**config.mk**
```make
export PLATFORM = sky130hd
export DESIGN_NAME = elapsed_timer_bank_core
export DESIGN_NICKNAME = d
export VERILOG_FILES = /design/src/hdl/etb_pkg.sv /design/src/hdl/etb_ram.sv /design/src/hdl/elapsed_timer_bank_core.sv
export SDC_FILE = /design/constraint.sdc
export NUM_CORES = 1
export LEC_CHECK = 0
export ABC_AREA = 1
export BUFFER_PORTS_ARGS = -buffer_cell sky130_fd_sc_hd__buf_2
export CAP_MARGIN = 25
export CORE_MARGIN = 3
export CORE_UTILIZATION = 47
export CTS_CLUSTER_DIAMETER = 60
export DETAILED_ROUTE_END_ITERATION = 8
export GPL_TIMING_DRIVEN = 0
export PLACE_DENSITY = 0.6
export SETUP_SLACK_MARGIN = 0.4
export SLEW_MARGIN = 20
export SYNTH_ARGS = -nofsm -noshare
export SYNTH_HDL_FRONTEND = slang
export SYNTH_HIERARCHICAL = 1
export SYNTH_SLANG_ARGS = --single-unit
```
**constraint.sdc**
```tcl
create_clock -name clk -period 7.4 [get_ports clk]
set_input_delay 1.85 -clock clk [delete_from_list [all_inputs] [get_ports clk]]
set_output_delay 1.85 -clock clk [all_outputs]
set_load 0.02 [all_outputs]
```
**src/hdl/etb_pkg.sv**
```systemverilog
// Shared types and codes for the elapsed timer bank.
package etb_pkg;

	// Command codes carried in the func field.
	localparam logic [2:0] FN_TICK       = 3'd0;
	localparam logic [2:0] FN_READ_FREE  = 3'd1;
	localparam logic [2:0] FN_CLEAR_FREE = 3'd2;
	localparam logic [2:0] FN_READ_WATCH = 3'd3;
	localparam logic [2:0] FN_STOP       = 3'd4;
	localparam logic [2:0] FN_START      = 3'd5;
	localparam logic [2:0] FN_PAUSE      = 3'd6;
	localparam logic [2:0] FN_CONTINUE   = 3'd7;

	// Stopwatch states.
	localparam logic [1:0] WS_STOPPED = 2'd0;
	localparam logic [1:0] WS_RUNNING = 2'd1;
	localparam logic [1:0] WS_PAUSED  = 2'd2;

	localparam int COUNT_W = 16;

	typedef struct packed {
		logic [2:0] func;
		logic [2:0] timer_index;
		logic [7:0] tick_count;
	} req_t;

	typedef struct packed {
		logic [COUNT_W-1:0] count_value;
		logic [1:0]         watch_state;
		logic               index_error;
	} rsp_t;

endpackage

```
**src/hdl/etb_ram.sv**
```systemverilog
// Generic single-port-write, single-port-read RAM with a registered read.
module etb_ram #(
	parameter int WIDTH  = 16,
	parameter int DEPTH  = 8,
	parameter int ADDR_W = (DEPTH > 1) ? $clog2(DEPTH) : 1
) (
	input  logic              clk,
	input  logic              we,
	input  logic [ADDR_W-1:0] waddr,
	input  logic [WIDTH-1:0]  wdata,
	input  logic              re,
	input  logic [ADDR_W-1:0] raddr,
	output logic [WIDTH-1:0]  rdata
);

	logic [WIDTH-1:0] mem_q [DEPTH];

	always_ff @(posedge clk) begin
		if (we) begin
			mem_q[waddr] <= wdata;
		end
		if (re) begin
			rdata <= mem_q[raddr];
		end
	end

endmodule

```
**src/hdl/elapsed_timer_bank_core.sv**
```systemverilog
// Elapsed timer bank: NUM_FREE free-running 16-bit counters and NUM_WATCH 16-bit
// stopwatches, each held in a small synchronous RAM (the stopwatch RAM keeps the
// count and the two-bit state side by side), with one valid flop per entry so that
// every counter reads as zero and every stopwatch as stopped right after reset,
// with no clearing pass. The block takes one command beat at a time. A command
// addressed to one entry does a read, a modify and a write-back before the next
// beat can be accepted, and waits in the output state while the response register
// is full; a command whose index is beyond its bank skips the RAMs. A tick sweeps
// both RAMs entry by entry (read, then modify and write back) over
// max(NUM_FREE, NUM_WATCH) entries; that sweep over the single RAM port pair is
// what sets the tick rate. Each command yields exactly one response beat, held in
// an output register, so a new command is taken while the previous response still
// waits for the consumer.
module elapsed_timer_bank_core
	import etb_pkg::*;
#(
	parameter int NUM_FREE  = 8,
	parameter int NUM_WATCH = 8
) (
	input  logic clk,
	input  logic arst_n,
	input  logic req_valid,
	output logic req_ready,
	input  req_t req,
	output logic rsp_valid,
	input  logic rsp_ready,
	output rsp_t rsp
);

	// Sweep length and address widths follow from the bank sizes.
	localparam int NUM_MAX = (NUM_FREE > NUM_WATCH) ? NUM_FREE : NUM_WATCH;
	localparam int MAX_AW  = (NUM_MAX > 1) ? $clog2(NUM_MAX) : 1;
	localparam int PTR_W   = (MAX_AW > 3) ? MAX_AW : 3;
	localparam int FA_W    = (NUM_FREE > 1) ? $clog2(NUM_FREE) : 1;
	localparam int WA_W    = (NUM_WATCH > 1) ? $clog2(NUM_WATCH) : 1;
	localparam int WW      = COUNT_W + 2;

	// Sequencer states.
	localparam logic [1:0] ST_IDLE = 2'd0;
	localparam logic [1:0] ST_RD   = 2'd1;
	localparam logic [1:0] ST_WR   = 2'd2;
	localparam logic [1:0] ST_OUT  = 2'd3;

	logic [1:0]       state_q;
	logic [PTR_W-1:0] ptr_q;
	logic [2:0]       func_q;
	logic [7:0]       ticks_q;
	rsp_t             res_q;
	rsp_t             rsp_q;
	logic             rsp_valid_q;

	logic [NUM_FREE-1:0]  fvld_q;
	logic [NUM_WATCH-1:0] wvld_q;

	logic [FA_W-1:0]    fa;
	logic [WA_W-1:0]    wa;
	logic               f_in_range;
	logic               w_in_range;
	logic               last_entry;
	logic               accept;
	logic               req_err;
	logic               out_load;

	logic               f_re;
	logic               f_we;
	logic [COUNT_W-1:0] f_wdata;
	logic [COUNT_W-1:0] f_rdata;
	logic               w_re;
	logic               w_we;
	logic [WW-1:0]      w_wdata;
	logic [WW-1:0]      w_rdata;

	logic [COUNT_W-1:0] free_old;
	logic [COUNT_W-1:0] watch_cnt_old;
	logic [1:0]         watch_st_old;
	logic [COUNT_W-1:0] watch_cnt_new;
	logic [1:0]         watch_st_new;
	rsp_t               res_new;

	assign fa         = ptr_q[FA_W-1:0];
	assign wa         = ptr_q[WA_W-1:0];
	assign f_in_range = 32'(ptr_q) < 32'(NUM_FREE);
	assign w_in_range = 32'(ptr_q) < 32'(NUM_WATCH);
	assign last_entry = ptr_q == PTR_W'(NUM_MAX - 1);

	assign req_ready = state_q == ST_IDLE;
	assign accept    = req_valid && req_ready;

	// The free bank bounds the free-counter commands, the stopwatch bank the rest but the tick, which has no index check.
	always_comb begin
		req_err = 1'b0;
		if (req.func == FN_READ_FREE || req.func == FN_CLEAR_FREE) begin
			req_err = 32'(req.timer_index) >= 32'(NUM_FREE);
		end else if (req.func != FN_TICK) begin
			req_err = 32'(req.timer_index) >= 32'(NUM_WATCH);
		end
	end

	// Entries never written since reset read as zero, which is also the stopped state.
	assign free_old      = (f_in_range && fvld_q[fa]) ? f_rdata : '0;
	assign watch_cnt_old = (w_in_range && wvld_q[wa]) ? w_rdata[COUNT_W-1:0] : '0;
	assign watch_st_old  = (w_in_range && wvld_q[wa]) ? w_rdata[WW-1:COUNT_W] : WS_STOPPED;

	// Modify step of the read-modify-write, one entry of each bank per pass.
	always_comb begin
		watch_cnt_new = watch_cnt_old;
		watch_st_new  = watch_st_old;
		f_wdata       = free_old;
		f_we          = 1'b0;
		w_we          = 1'b0;
		res_new       = '0;
		if (state_q == ST_WR) begin
			unique case (func_q)
				FN_TICK: begin
					f_wdata = free_old + COUNT_W'(ticks_q);
					f_we    = f_in_range;
					if (watch_st_old == WS_RUNNING) begin
						watch_cnt_new = watch_cnt_old + COUNT_W'(ticks_q);
					end
					w_we = w_in_range;
				end
				FN_READ_FREE: begin
					res_new.count_value = free_old;
				end
				FN_CLEAR_FREE: begin
					f_wdata = '0;
					f_we    = 1'b1;
				end
				FN_READ_WATCH: begin
					res_new.count_value = watch_cnt_old;
				end
				FN_STOP: begin
					watch_st_new = WS_STOPPED;
					w_we         = 1'b1;
				end
				FN_START: begin
					if (watch_st_old == WS_STOPPED) begin
						watch_cnt_new = '0;
						watch_st_new  = WS_RUNNING;
					end
					w_we = 1'b1;
				end
				FN_PAUSE: begin
					if (watch_st_old == WS_RUNNING) begin
						watch_st_new = WS_PAUSED;
					end
					w_we = 1'b1;
				end
				FN_CONTINUE: begin
					if (watch_st_old == WS_PAUSED) begin
						watch_st_new = WS_RUNNING;
					end
					w_we = 1'b1;
				end
				default: begin
				end
			endcase
			if (func_q != FN_TICK && func_q != FN_READ_FREE && func_q != FN_CLEAR_FREE) begin
				res_new.watch_state = watch_st_new;
			end
		end
	end

	assign w_wdata = {watch_st_new, watch_cnt_new};
	assign f_re    = (state_q == ST_RD) && f_in_range;
	assign w_re    = (state_q == ST_RD) && w_in_range;

	etb_ram #(
		.WIDTH (COUNT_W),
		.DEPTH (NUM_FREE)
	) u_free_ram (
		.clk   (clk),
		.we    (f_we),
		.waddr (fa),
		.wdata (f_wdata),
		.re    (f_re),
		.raddr (fa),
		.rdata (f_rdata)
	);

	etb_ram #(
		.WIDTH (WW),
		.DEPTH (NUM_WATCH)
	) u_watch_ram (
		.clk   (clk),
		.we    (w_we),
		.waddr (wa),
		.wdata (w_wdata),
		.re    (w_re),
		.raddr (wa),
		.rdata (w_rdata)
	);

	// The response register takes a new beat when it is empty or being emptied.
	assign out_load = (state_q == ST_OUT) && (!rsp_valid_q || rsp_ready);

	always_ff @(posedge clk or negedge arst_n) begin
		if (!arst_n) begin
			state_q     <= ST_IDLE;
			rsp_valid_q <= 1'b0;
			fvld_q      <= '0;
			wvld_q      <= '0;
		end else begin
			if (f_we) begin
				fvld_q[fa] <= 1'b1;
			end
			if (w_we) begin
				wvld_q[wa] <= 1'b1;
			end
			if (out_load) begin
				rsp_valid_q <= 1'b1;
			end else if (rsp_ready) begin
				rsp_valid_q <= 1'b0;
			end
			unique case (state_q)
				ST_IDLE: begin
					if (accept) begin
						state_q <= req_err ? ST_OUT : ST_RD;
					end
				end
				ST_RD: begin
					state_q <= ST_WR;
				end
				ST_WR: begin
					state_q <= (func_q == FN_TICK && !last_entry) ? ST_RD : ST_OUT;
				end
				ST_OUT: begin
					if (out_load) begin
						state_q <= ST_IDLE;
					end
				end
				default: begin
					state_q <= ST_IDLE;
				end
			endcase
		end
	end

	// Command fields, sweep pointer and result payload.
	always_ff @(posedge clk) begin
		if (accept) begin
			func_q  <= req.func;
			ticks_q <= req.tick_count;
			ptr_q   <= (req.func == FN_TICK) ? '0 : PTR_W'(req.timer_index);
			res_q   <= '{count_value: '0, watch_state: WS_STOPPED, index_error: req_err};
		end else if (state_q == ST_WR) begin
			ptr_q <= ptr_q + PTR_W'(1);
			res_q <= res_new;
		end
		if (out_load) begin
			rsp_q <= res_q;
		end
	end

	assign rsp_valid = rsp_valid_q;
	assign rsp       = rsp_q;

`ifndef SYNTHESIS
	// The RAMs are written only in the modify step of the sequencer.
	a_write_in_modify: assert property (@(posedge clk) disable iff (!arst_n)
		(f_we || w_we) |-> state_q == ST_WR)
		else $error("RAM write outside the modify step");

	// A stopwatch is never stored with the unused state code.
	a_watch_state_code: assert property (@(posedge clk) disable iff (!arst_n)
		w_we |-> w_wdata[WW-1:COUNT_W] != 2'd3)
		else $error("stopwatch written with an undefined state");

	// A tick always answers with an all-zero response.
	a_tick_response: assert property (@(posedge clk) disable iff (!arst_n)
		(state_q == ST_OUT && func_q == FN_TICK) |-> res_q == '0)
		else $error("tick response is not zero");

	// An accepted command always leaves the idle state.
	a_leave_idle: assert property (@(posedge clk) disable iff (!arst_n)
		accept |=> state_q != ST_IDLE)
		else $error("accepted command did not start");
`endif

endmodule
```
======== Word-level counts from Yosys, hierarchy flattened ========
Memories as Yosys holds them, arrays and structs flattened. A register that Yosys moved wholly into a read port is not among the register bits.
Cells that the tools add are included.
storage, ports and cells
  output and inout port bits .............. 21
  memories ................................ 2
  flip-flop bits (word level) ............. 69
  input port bits ......................... 18
  memory bits (writable) .................. 272
  word-level logic and storage cells ...... 95
cells by class
  add/subtract/negate cells ............... 3
  eq/ne operators ......................... 17
  multiplexer cells ....................... 39
  reductions and logical operators ........ 19
  bitwise gates (word level) .............. 2
  magnitude comparators ................... 2
memory list
  name               words  width  read ports  clocked after memory_dff  wr ports  RTL line       RTL
  u_watch_ram.mem_q  8      18     1           1                         1         etb_ram.sv:16  logic [WIDTH-1:0] mem_q [DEPTH];
  u_free_ram.mem_q   8      16     1           1                         1         etb_ram.sv:16
operator list
  kind                   number
  $mux W16               6
  $pmux W16 S2           3
  $add A16 B8 Y16        2
  $mux W2                9
  $or A8 B8 Y8           2
  $pmux W2 S4            2
  $eq A3 B3 Y1 const B   5
  $mux W1                13
  $mux W3                3
  $bmux W1 S3            2
  $eq A2 B2 Y1 const B   3
  $eq A3 B2 Y1 const B   2
  $logic_and A1 B1 Y1    6
  $logic_not A3 Y1       2
  $reduce_or A5 Y1       1
  $eq A2 B1 Y1 const B   2
  $logic_not A2 Y1       2
  $lt A3 B4 Y1 const B   1
  $reduce_bool A2 Y1     2
  $add A3 B1 Y3 const B  1
  $demux W1 S3           1
  $eq A3 B1 Y1 const B   1
  $ge A3 B1 Y1 const B   1
  $ne A3 B1 Y1 const B   1
  8 further kinds        9

======== Depth between registers and ports, before layout ========
Gate-level depths: netlist (run 1).
  word-level depth ........................ 7
  depth in mapped cells ................... 24
  gate-level depth less buffers ........... 23

======== Modules after synthesis ========
Netlist (run 1), hierarchy kept.
modules (own cells, without submodules)
  module                   area an instance (µm²)  cells each  instances  sequential area each (µm²)
  etb_ram at u_watch_ram   6917.9                  657         1          4864.7
  etb_ram at u_free_ram    6149.6                  587         1          4324.1
  elapsed_timer_bank_core  4515.6                  586         1          1796.7

======== Worst setup path before layout (run 1) ========
Ideal clock, no wire load.
  kind .................................... register to register
  from .................................... register ptr_q[1], in the netlist fa[1]
  to ...................................... memory u_free_ram.mem_q[0][10], data pin
  setup time .............................. 0.273 ns
  cell stages (with the launch flop) ...... 22
  clock period less this slack ............ 3.516 ns
  buffers on the path ..................... 2
  slack ................................... 3.884 ns
  arrival time ............................ 3.243 ns
  data required time ...................... 7.127 ns
  path through ............................ edfxtp_1 buf_4 nand3_1 o22ai_1 nor2_1 nand2_1 buf_2 nand2_1 inv_1 ha_1 fa_1 nand3_1 nand3_1 nand2_1 nand2_1 a21oi_1 nor2_1 o21ai_0 nand2_1 nand3_1 nor2_1 nor3b_1
between the ends
  word-level cells in the longest chain between the ends .. 6
ends and longest elaborated chain
  what                               RTL line                        RTL
  start: declaration                 elapsed_timer_bank_core.sv:45   logic [PTR_W-1:0] ptr_q;
  start signal: assignment           elapsed_timer_bank_core.sv:244  ptr_q <= (req.func == FN_TICK) ? '0 : PTR_W'(req.timer_index);
  start signal: assignment           elapsed_timer_bank_core.sv:247  ptr_q <= ptr_q + PTR_W'(1);
  $bmux W1 S3 (*)                    elapsed_timer_bank_core.sv:100  assign free_old = (f_in_range && fvld_q[fa]) ? f_rdata : '0;
  $mux W1 (implied by the code) (*)  elapsed_timer_bank_core.sv:100
  $mux W16 (*)                       elapsed_timer_bank_core.sv:100
  $add A16 B8 Y16                    elapsed_timer_bank_core.sv:115  f_wdata = free_old + COUNT_W'(ticks_q);
  $pmux W16 S2                       elapsed_timer_bank_core.sv:113  unique case (func_q)
  $mux W16 (*)                       elapsed_timer_bank_core.sv:112  if (state_q == ST_WR) begin
  net f_wdata[10]                    elapsed_timer_bank_core.sv:66   logic [COUNT_W-1:0] f_wdata;
  end: declaration                   etb_ram.sv:16
The timed path passes the listed nets; every way through them passes the cells marked *. The select of a mux whose other input is x is not followed.

======== Final worst setup path (run 1) ========
  from .................................... register ptr_q[0], in the netlist fa[0]
  to ...................................... memory u_free_ram.mem_q[0][14], data pin
Same word-level chain as after synthesis.

==> impl_metrics.tcl, run 1 <==
set metrics [dict create \
    use_met3_pct 3.51 \
    end_kind "flip-flop" \
    drt_pre_antenna_iters 7 \
    synth_cells 1830 \
    port_buffers 37 \
    fin_setup_tns_ns 0 \
    cts_made_buffers 43 \
    yosys-top-cells-area "edfxtp_1, nand2_1, inv_1, nand3_1, dfrtp_1" \
    period_share_pct 65.7 \
    antenna_found_initial 0 \
    vias_per_cell 5.09 \
    relSlewSlack_pct 27.3 \
    die_h_um 199 \
    wl_mm 43.1 \
    syn_area_mm2 0.0176 \
    clkSinkCount 375 \
    num_rows 70 \
    initial_core_util_pct 47.8 \
    gr-total-overflow 0 \
    use_met2_pct 33.0 \
    die_area_mm2 0.0398 \
    final_cell_mix "nand2_1, edfxtp_1, inv_1" \
    worst_pin_slew_ns 1.08 \
    synthFlopType "edfxtp_1" \
    drv_cap 0 \
    drt_iter0_markers 1101 \
    crit_chain "buf_2 > nand3_1 > o22ai_1 > nor2_1 > nand2_1 > buf_2 > nand2_1 > inv_1 > ha_1 > fa_1 > nand3_1 > nand3_1 > nand2_1 > nand2_1 > a21oi_1 > nor2_1 > o21ai_0 > nand2_1 > nand2_1 > nor3_1 > nand3_1 > xor2_1 > nor2_1" \
    die_w_um 199 \
    criticalPathCategory "flip-flop to flip-flop" \
    drive_gt1_share_pct 14.4 \
    critical_path.most_common_cell "nand2_1" \
    dp_hpwl_mm 30.0 \
    ys_seq_area_share_pct 62.5 \
    drv_slew 0 \
    finalPower_mw 9.40 \
    worstPathArrival_ns 5.12 \
    synth_edf_count 338 \
    grtUsageMet1_pct 33.5 \
    htree_levels 2 \
    min_path_type "flip-flop to flip-flop" \
    place.gp.congestion 0.902 \
    utilization_pct 54.9 \
    setup_violations 0 \
    final_common_cell "nand2_1" \
    fin_hold_ws_ns 0.440 \
    clk_pin_slew_ns 0.06 \
    yosysWarnings 6 \
    fp.coreArea_mm2 0.0368 \
    worst_setup_path_start_kind "flip-flop" \
    syn_to_final_growth_pct 14.8 \
    finClkSkew_ns 0.0297 \
    hold_viol 0 \
    synth_fp_nets 1863 \
    cts-root-buf "clkbuf_16" \
    drc_errors 0 \
    clk_latency_ns 0.57 \
    io_pins 39 \
    cts_hold_buf 0 \
    cts_buffer_depth 3 \
    fin_nets 1961 \
    synth_cell_type_count 52 \
    ys_ff_latch 375 \
    ys_async_sr_fraction_pct 5.07 \
    rsz0062_at_grt "false" \
    tritoncts "built" \
    vias 12363 \
    grt_max_degree 20 \
    cp_max_fo 11 \
    p_leak_nw 9.11 \
    synth_top_area_share_pct 57.7 \
    status "completed" \
    cts_resized 0 \
    grt_pass1_wl_mm 66.2 \
    wire_per_inst_um 17.7 \
    ant_nets 0 \
    ir_drop_v 0.000297 \
    track_usage_pct 22.1 \
    synth.largest_area_cell "edfxtp_1" \
    powerDensity_mw_per_mm2 466 \
    clock.fmax_ghz 0.206 \
    syn_area_per_cell_um2 9.61 \
    slowest_stage "edfxtp_1" \
    slowest_delay_ns 0.62 \
    fin_crit_ns 4.86 \
    required_ns 7.66 \
    nFillCells 3188 \
    first_global_vias 11514 \
    post-cts-setup-buffers 0 \
    n_antenna_cell 0 \
    busiest_layer "met1" \
]
## logic make-up after synthesis
logic type      count (synthesis)  share of synthesized area, %
simple gates                  882                          21.3
buf+inv                       431                          10.5
compound gates                119                          4.31
fa+ha+maj                      15                          1.11
other cells                     1                        0.0213
xor+xnor                        7                         0.349
flops                         375                          62.5
## state kept, by name, indices dropped and copies added (netlist names), 3 cells and up
| name | count |
|---|---|
| u_watch_ram/mem_q | 144 |
| u_free_ram/mem_q | 128 |
| res_q | 18 |
| rsp | 18 |
| u_watch_ram/rdata | 18 |
| u_free_ram/rdata | 16 |
| fvld_q | 8 |
| ticks_q | 8 |
| wvld_q | 8 |
| fa | 3 |
| func_q | 3 |
## synthesized netlist by cell type, drive strengths merged, types with 2 or more instances
cell,instances
nand2,608
inv,368
edfxtp,338
nand3,182
nor2,70
buf,55
o21ai,37
o22ai,26
a21oi,19
dfrtp,19
dfxtp,18
a22o,16
ha,14
nor3,12
o21bai,9
nand4,7
clkbuf,6
xor2,4
a21boi,3
xnor2,3
a32o,2
clkinv,2
o32ai,2
## routing by layer
metal / part of all wire, % / up-vias / wire length [um]
met4: 1.9 / 0 / 838
met3: 7.8 / 56 / 3340
met2: 43 / 411 / 18600
met5: 0 / - / 0
li1: - / 6083 / -
met1: 47 / 5813 / 20200
## critical path, delay by kind of cell (launching register included)
family,cells,cell delay [ns]
buffers and inverters,3,0.69
AO/OA/AOI/OAI,3,0.41
adder cells (fa/ha/maj),2,0.41
XOR/XNOR,1,0.18
AND/OR/NAND/NOR,14,2.24
flip-flops,1,0.62
## worst paths after layout
| check | startpoint | to | slack (ns) | cells after the start |
|---|---|---|---|---|
| setup / recovery | fa[0] | u_free_ram/mem_q[0][14] | 2.54 | 23 |
| hold reg to reg | res_q[6] | rsp[6] | 0.44 | 0 |
| min in group asynchronous | arst_n | wvld_q[3] | 1.27 | 1 |
| hold / removal | res_q[6] | rsp[6] | 0.44 | 0 |
| max in group asynchronous | arst_n | state_q[0] | 5.76 | 1 |
| setup reg to reg | fa[0] | u_free_ram/mem_q[0][14] | 2.54 | 23 |
## metrics by stage
stage | area, um^2 | setup WS (ns) | instances
2_1_floorplan | 17600 | 3.88 | 1830
3_3_place_gp | 18400 | 2.63 | 2335
3_5_place_dp | 18600 | 2.53 | 2348
4_1_cts | 20200 | 2.50 | 2428
5_1_grt | 20200 | 2.10 | 2431
6_report | 20200 | 2.54 | 2431
## power by group
group          internal, mW  switching, mW  total [mW]
clock                  1.42          0.853        2.28
combinational          1.08           2.74        3.81
sequential             3.14          0.172        3.31
## final cells by class
type / instances / area (um^2) / share of cell area (%)
well taps: 468 / 586 / 2.90
clock buffers: 55 / 1180 / 5.86
plain buffers: 61 / 445 / 2.21
flip-flops and latches: 375 / 11000 / 54.4
inverters: 370 / 1400 / 6.93
repair buffers: 53 / 377 / 1.87
multi-input cells: 1024 / 4830 / 24.0
clock inverters: 25 / 372 / 1.84
(Power assumes the default switching activity.)
==> run 2, diff against run 1 <==
- ABC_AREA: 1 -> 0
- clock period: 7.4 -> 5 ns (I/O delays scaled with it)
==> impl_metrics.tcl, run 2 <==
set metrics [dict create \
    status "completed" \
    criticalPathCategory "flip-flop to flip-flop" \
    synth_top_area_share_pct 63.2 \
    final_common_cell "edfxtp_1" \
    place.gp.congestion 0.871 \
    fin_nets 1088 \
    syn_area_per_cell_um2 16.8 \
    min_path_type "flip-flop to flip-flop" \
    drv_slew 0 \
    n_antenna_cell 0 \
    holdPathEnd "rsp[14]" \
    worst_pin_slew_ns 1.14 \
    relSlewSlack_pct 23.4 \
    vias 9074 \
    die_w_um 191 \
    dp_hpwl_mm 24.3 \
    initial_core_util_pct 47.8 \
    yosysWarnings 6 \
    fp.coreArea_mm2 0.0336 \
    ir_drop_v 0.000330 \
    period_share_pct 88.9 \
    slowest_delay_ns 0.53 \
    die_area_mm2 0.0364 \
    cp_max_fo 10 \
    num_rows 67 \
    clk_latency_ns 0.53 \
    synth_most_common_cell "edfxtp_1" \
    crit_chain "buf_6 > mux2i_1 > a211oi_4 > or3_1 > buf_2 > buf_6 > nand2_1 > inv_1 > ha_2 > maj3_1 > maj3_1 > o21ai_0 > a21oi_2 > o2111ai_1 > a31o_2 > or4_1 > a31oi_4" \
    drt_iter0_markers 839 \
    io_pins 39 \
    grt_max_degree 20 \
    regMostFlops "u_watch_ram/mem_q" \
    place_inst 1453 \
    synth_fp_nets 987 \
    clock.fmax_ghz 0.225 \
    track_usage_pct 20.4 \
    wire_per_inst_um 24.3 \
    powerDensity_mw_per_mm2 665 \
    path_buf_inv 4 \
    dp_slack_ns -0.547 \
    synth_cell_type_count 68 \
    cpLargestDelayFamily "compound AO/OA/AOI/OAI gates" \
    finClkSkew_ns 0.0146 \
    synth.largest_area_cell "edfxtp_1" \
    yosys-top-cells-area "edfxtp_1, mux4_1, dfrtp_1, mux2_2, dfxtp_1" \
    ys_async_sr_fraction_pct 5.07 \
    largest_register_ffs 144 \
    end_kind "flip-flop" \
    r2r-end "u_watch_ram/mem_q[4][13]" \
    reg2reg_from "fa[1]" \
    drive_gt1_share_pct 21.3 \
    drv_cap 0 \
    worstPathArrival_ns 4.77 \
    whs_path_depth 0 \
    hold_viol 0 \
    htree_levels 2 \
    hold_start "res_q[14]" \
    syn_area_mm2 0.0161 \
    clkSinkCount 375 \
    final_cell_mix "edfxtp_1, nand2_1, mux4_1" \
    slowest_stage "or4_1" \
    cts_buffer_depth 3 \
    gr-total-overflow 0 \
    fin_hold_ws_ns 0.433 \
    stdcell_count 1536 \
    syn_to_final_growth_pct 15.8 \
    drt_pre_antenna_iters 5 \
    clk_pin_slew_ns 0.06 \
    ys_seq_area_share_pct 68.4 \
    port_buffers 37 \
    required_ns 5.32 \
    grt_pass1_wl_mm 55.4 \
    rsz0062_at_grt "false" \
    synth_cells 954 \
    cts_made_buffers 41 \
    utilization_pct 55.3 \
    first_global_vias 8753 \
    yosys-top-cells-count "edfxtp_1, nand2_1, mux4_1" \
    setup_violations 0 \
    fin_crit_ns 4.45 \
    ant_nets 0 \
    cts-root-buf "clkbuf_16" \
    tritoncts "built" \
    worst_setup_path_start_kind "flip-flop" \
    vias_per_cell 5.91 \
    reg2regPathDepth 17 \
    nFillCells 2649 \
    wl_mm 37.3 \
    ys_ff_latch 375 \
    antenna_found_initial 0 \
    reg_top3 "u_watch_ram/mem_q x144, u_free_ram/mem_q x128" \
    p_leak_nw 6.41 \
    die_h_um 191 \
    r2r_slack_ns 0.55 \
    synthFlopType "edfxtp_1" \
    synth_edf_count 338 \
    fin_ws_ns 0.554 \
    drc_errors 0 \
]
run 2: changes by cell type after synthesis, sizes merged, moves of 17 or more:
cell    delta
inv      -356
mux2      +34
buf       -30
clkbuf    +23
mux4      +68
nand3    -166
nand2    -539
o22ai     -17
nor2      -35
run 2: repair_timing:
action | 4_1_cts | 5_1_grt
hold buffers | 0 | 0
buffers inserted | 5 | 2
pin swaps | 3 | 6
resized for setup | 13 | 27
gates cloned | 0 | 0
endpoints found under the setup margin | 184 | 176
run 2: cell type report:
| cell class | count | area (um^2) | share of cell area [%] |
|---|---|---|---|
| multi-input combinational | 512 | 5010 | 26.9 |
| sequential | 375 | 11000 | 59.1 |
| tap | 448 | 561 | 3.01 |
| timing repair buffer | 58 | 400 | 2.15 |
| buffer | 54 | 310 | 1.67 |
| clock buffer | 54 | 1120 | 6.01 |
| inverter | 13 | 48.8 | 0.262 |
| clock inverter | 22 | 169 | 0.908 |
run 2: power by group:
group          switching (mW)  leakage [nW]  internal, mW  total [mW]
registers               0.281          3.48          4.60        4.88
clock network            1.19         0.629          1.69        2.87
logic                    2.85          2.30          1.76        4.61
total                    4.32          6.41          8.04        12.4
run 2: cells by family after synthesis:
logic type | count (synthesis) | share of synthesized area (%)
AO/OA/AOI/OAI | 167 | 7.13
XOR/XNOR | 20 | 1.09
adder cells (fa/ha/maj) | 19 | 1.46
buffers and inverters | 67 | 2.13
flip-flops | 375 | 68.4
multiplexers | 108 | 13.8
other | 1 | 0.0233
AND/OR/NAND/NOR | 197 | 6.03
run 2: metrics by stage:
| stage | setup TNS, ns | instance area [um^2] | power, mW |
|---|---|---|---|
| 5_1_grt | 0 | 18600 | 12.9 |
| 2_1_floorplan | 0 | 16100 | 7.80 |
| 3_5_place_dp | -29.07 | 17100 | 9.28 |
| 4_1_cts | 0 | 18500 | 12.3 |
| 6_report | 0 | 18600 | 12.4 |
| 3_3_place_gp | -17.74 | 16800 | 9.10 |
run 2: per-layer routing:
metal  part of all wire [%]  vias to the layer above  global-route usage [%]
met5                      0                        -                       0
met4                    1.3                        0                    4.26
met3                    5.4                       41                    3.26
met2                     46                      291                    31.0
met1                     48                     4674                    31.7
li1                       -                     4068                       -
run 2: how the worst max path moves through the flow:
stage,start,endpoint,slack (ns),cells after the start
after floorplan,fa[0],u_watch_ram/mem_q[0][8],0.68,18
after global placement,fa[0],u_watch_ram/mem_q[4][10],-0.42,18
after detailed placement,fa[0],u_watch_ram/mem_q[2][8],-0.55,18
after CTS,fa[2],u_free_ram/mem_q[3][13],0.37,15
after global routing,fa[0],u_watch_ram/mem_q[7][14],0.39,18
final,fa[1],u_watch_ram/mem_q[4][13],0.55,17
==> run 3, diff against run 2 <==
- BUFFER_PORTS_ARGS: -buffer_cell sky130_fd_sc_hd__buf_2 -> -buffer_cell sky130_fd_sc_hd__clkbuf_2
==> impl_metrics.tcl, run 3 (synthesis gave the netlist of run 2 again) <==
set metrics [dict create \
    status "completed" \
    largest_register_ffs 144 \
    htree_levels 2 \
    min_path_type "flip-flop to flip-flop" \
    grt_pass1_wl_mm 55.3 \
    vias 9114 \
    num_rows 67 \
    vias_per_cell 5.93 \
    final_cell_mix "edfxtp_1, nand2_1, mux4_1" \
    final_common_cell "edfxtp_1" \
    place.gp.congestion 0.865 \
    antenna_found_initial 0 \
    fin_nets 1090 \
    wl_mm 37.0 \
    dp_slack_ns -0.516 \
    fin_crit_ns 4.43 \
    wire_per_inst_um 24.1 \
    gr-total-overflow 0 \
    clkSinkCount 375 \
    p_sw_share_pct 34.8 \
    finClkSkew_ns 0.0109 \
    die_area_mm2 0.0364 \
    pwr-share-clk_pct 24.2 \
    clk_latency_ns 0.54 \
    track_usage_pct 20.4 \
    ir_drop_v 0.000303 \
    worst_setup_path_start_kind "flip-flop" \
    n_antenna_cell 0 \
    multi_input_area_mm2 0.00498 \
    nFillCells 2625 \
    dp_hpwl_mm 24.4 \
    use_met2_pct 31.9 \
    ant_nets 0 \
    drive_gt1_share_pct 22.2 \
    cts_made_buffers 42 \
    tritoncts "built" \
    drt_pre_antenna_iters 5 \
    cp_max_fo 10 \
    required_ns 5.20 \
    grt_max_degree 20 \
    place_inst 1452 \
    rsz0062_at_grt "true" \
    p_sw_mw 4.34 \
    stdcell_count 1536 \
    ff_latch_area_mm2 0.0110 \
    die_w_um 191 \
    worst_pin_slew_ns 1.12 \
    port_buffers 37 \
    period_share_pct 88.7 \
    pwr-share-comb_pct 36.8 \
    fin_ws_ns 0.566 \
    drv_slew 0 \
    fp.coreArea_mm2 0.0336 \
    powerDensity_mw_per_mm2 669 \
    hold_viol 0 \
    clock.fmax_ghz 0.226 \
    drv_cap 0 \
    initial_core_util_pct 47.8 \
    cts-root-buf "clkbuf_16" \
    power.internal_mw 8.14 \
    finalPower_mw 12.5 \
    p_leak_nw 6.46 \
    syn_to_final_growth_pct 16.1 \
    first_global_vias 8885 \
    busiest_layer "met2" \
    drt_iter0_markers 780 \
    worstPathArrival_ns 4.64 \
    use_met3_pct 3.10 \
    criticalPathCategory "flip-flop to flip-flop" \
    die_h_um 191 \
    drc_errors 0 \
    grtUsageMet1_pct 30.8 \
    reg_top3 "u_watch_ram/mem_q x144, u_free_ram/mem_q x128" \
    relSlewSlack_pct 24.8 \
    setup_violations 0 \
    end_kind "flip-flop" \
    io_pins 39 \
    cts_buffer_depth 3 \
    clk_pin_slew_ns 0.06 \
    regMostFlops "u_watch_ram/mem_q" \
    p_seq_share_pct 39.0 \
]
## run 3: cell types whose count changed in the layout (fill, tap and decap cells not counted), moves of 3 or more
cell / change
clkinv_2: +3
buf_4: +3
clkbuf_1: -5
clkinv_1: -6
clkbuf_2: +37
buf_2: -37
## run 3: final timing paths
path,startpoint,end,slack [ns],cells past startpoint
setup reg to reg,fa[0],u_watch_ram/mem_q[6][8],0.57,18
max in group asynchronous,arst_n,wvld_q[6],4.00,1
min in group asynchronous,arst_n,fvld_q[4],0.67,1
setup / recovery,fa[0],u_watch_ram/mem_q[6][8],0.57,18
hold reg to reg,res_q[12],rsp[12],0.43,0
hold / removal,res_q[12],rsp[12],0.43,0
## run 3: power groups by stage
stage,Combinational (mW),Sequential (mW),Clock (mW)
5_1_grt,4.96,4.92,3.21
3_5_place_dp,4.31,4.98,0
4_1_cts,4.47,4.86,3.08
6_report,4.59,4.87,3.02
2_1_floorplan,2.91,4.89,0
3_3_place_gp,4.12,4.98,0
## run 3: layout make-up
cell class | count | area share [%]
timing repair buffer | 59 | 2.13
clock buffer | 50 | 5.90
clock inverter | 25 | 1.43
sequential | 375 | 58.9
inverter | 13 | 0.262
multi-input combinational | 512 | 26.7
buffer | 54 | 1.66
tap | 448 | 3.01
## run 3: worst max-delay path, stage by stage (launching register included)
cell	delay [ns]
edfxtp_1	0.41
buf_6	0.18
mux2i_4	0.26
o22ai_4	0.14
or3_1	0.35
buf_2	0.18
buf_6	0.16
nand2_1	0.12
inv_1	0.07
ha_2	0.21
ha_1	0.20
a21o_1	0.18
maj3_1	0.36
maj3_1	0.40
o21ai_0	0.13
o21ai_1	0.14
a31oi_2	0.25
xnor2_1	0.16
o22ai_2	0.16
## run 3: what timing repair did
action,in CTS,in global routing
gates resized for setup,13,24
buffers inserted,3,6
hold buffers,0,0
endpoints found under the setup margin,184,160
pin swaps,1,10
## run 3: routing by layer
layer  part of all wire (%)  vias to the layer above
li1                       -                     4072
met1                     46                     4678
met2                     46                      318
met3                    6.3                       46
met4                    1.6                        0
met5                      0                        -
## run 3: metrics by stage
stage               hold slack, ns  TNS (ns)  area [um^2]  utilization [%]
floorplan                    0.408         0        16100                -
global placement             0.415    -15.94        16800             50.0
detailed placement           0.422    -27.35        17100             50.8
CTS                          0.437         0        18500             55.1
global route                 0.457         0        18700             55.5
finish                       0.433         0        18700             55.5
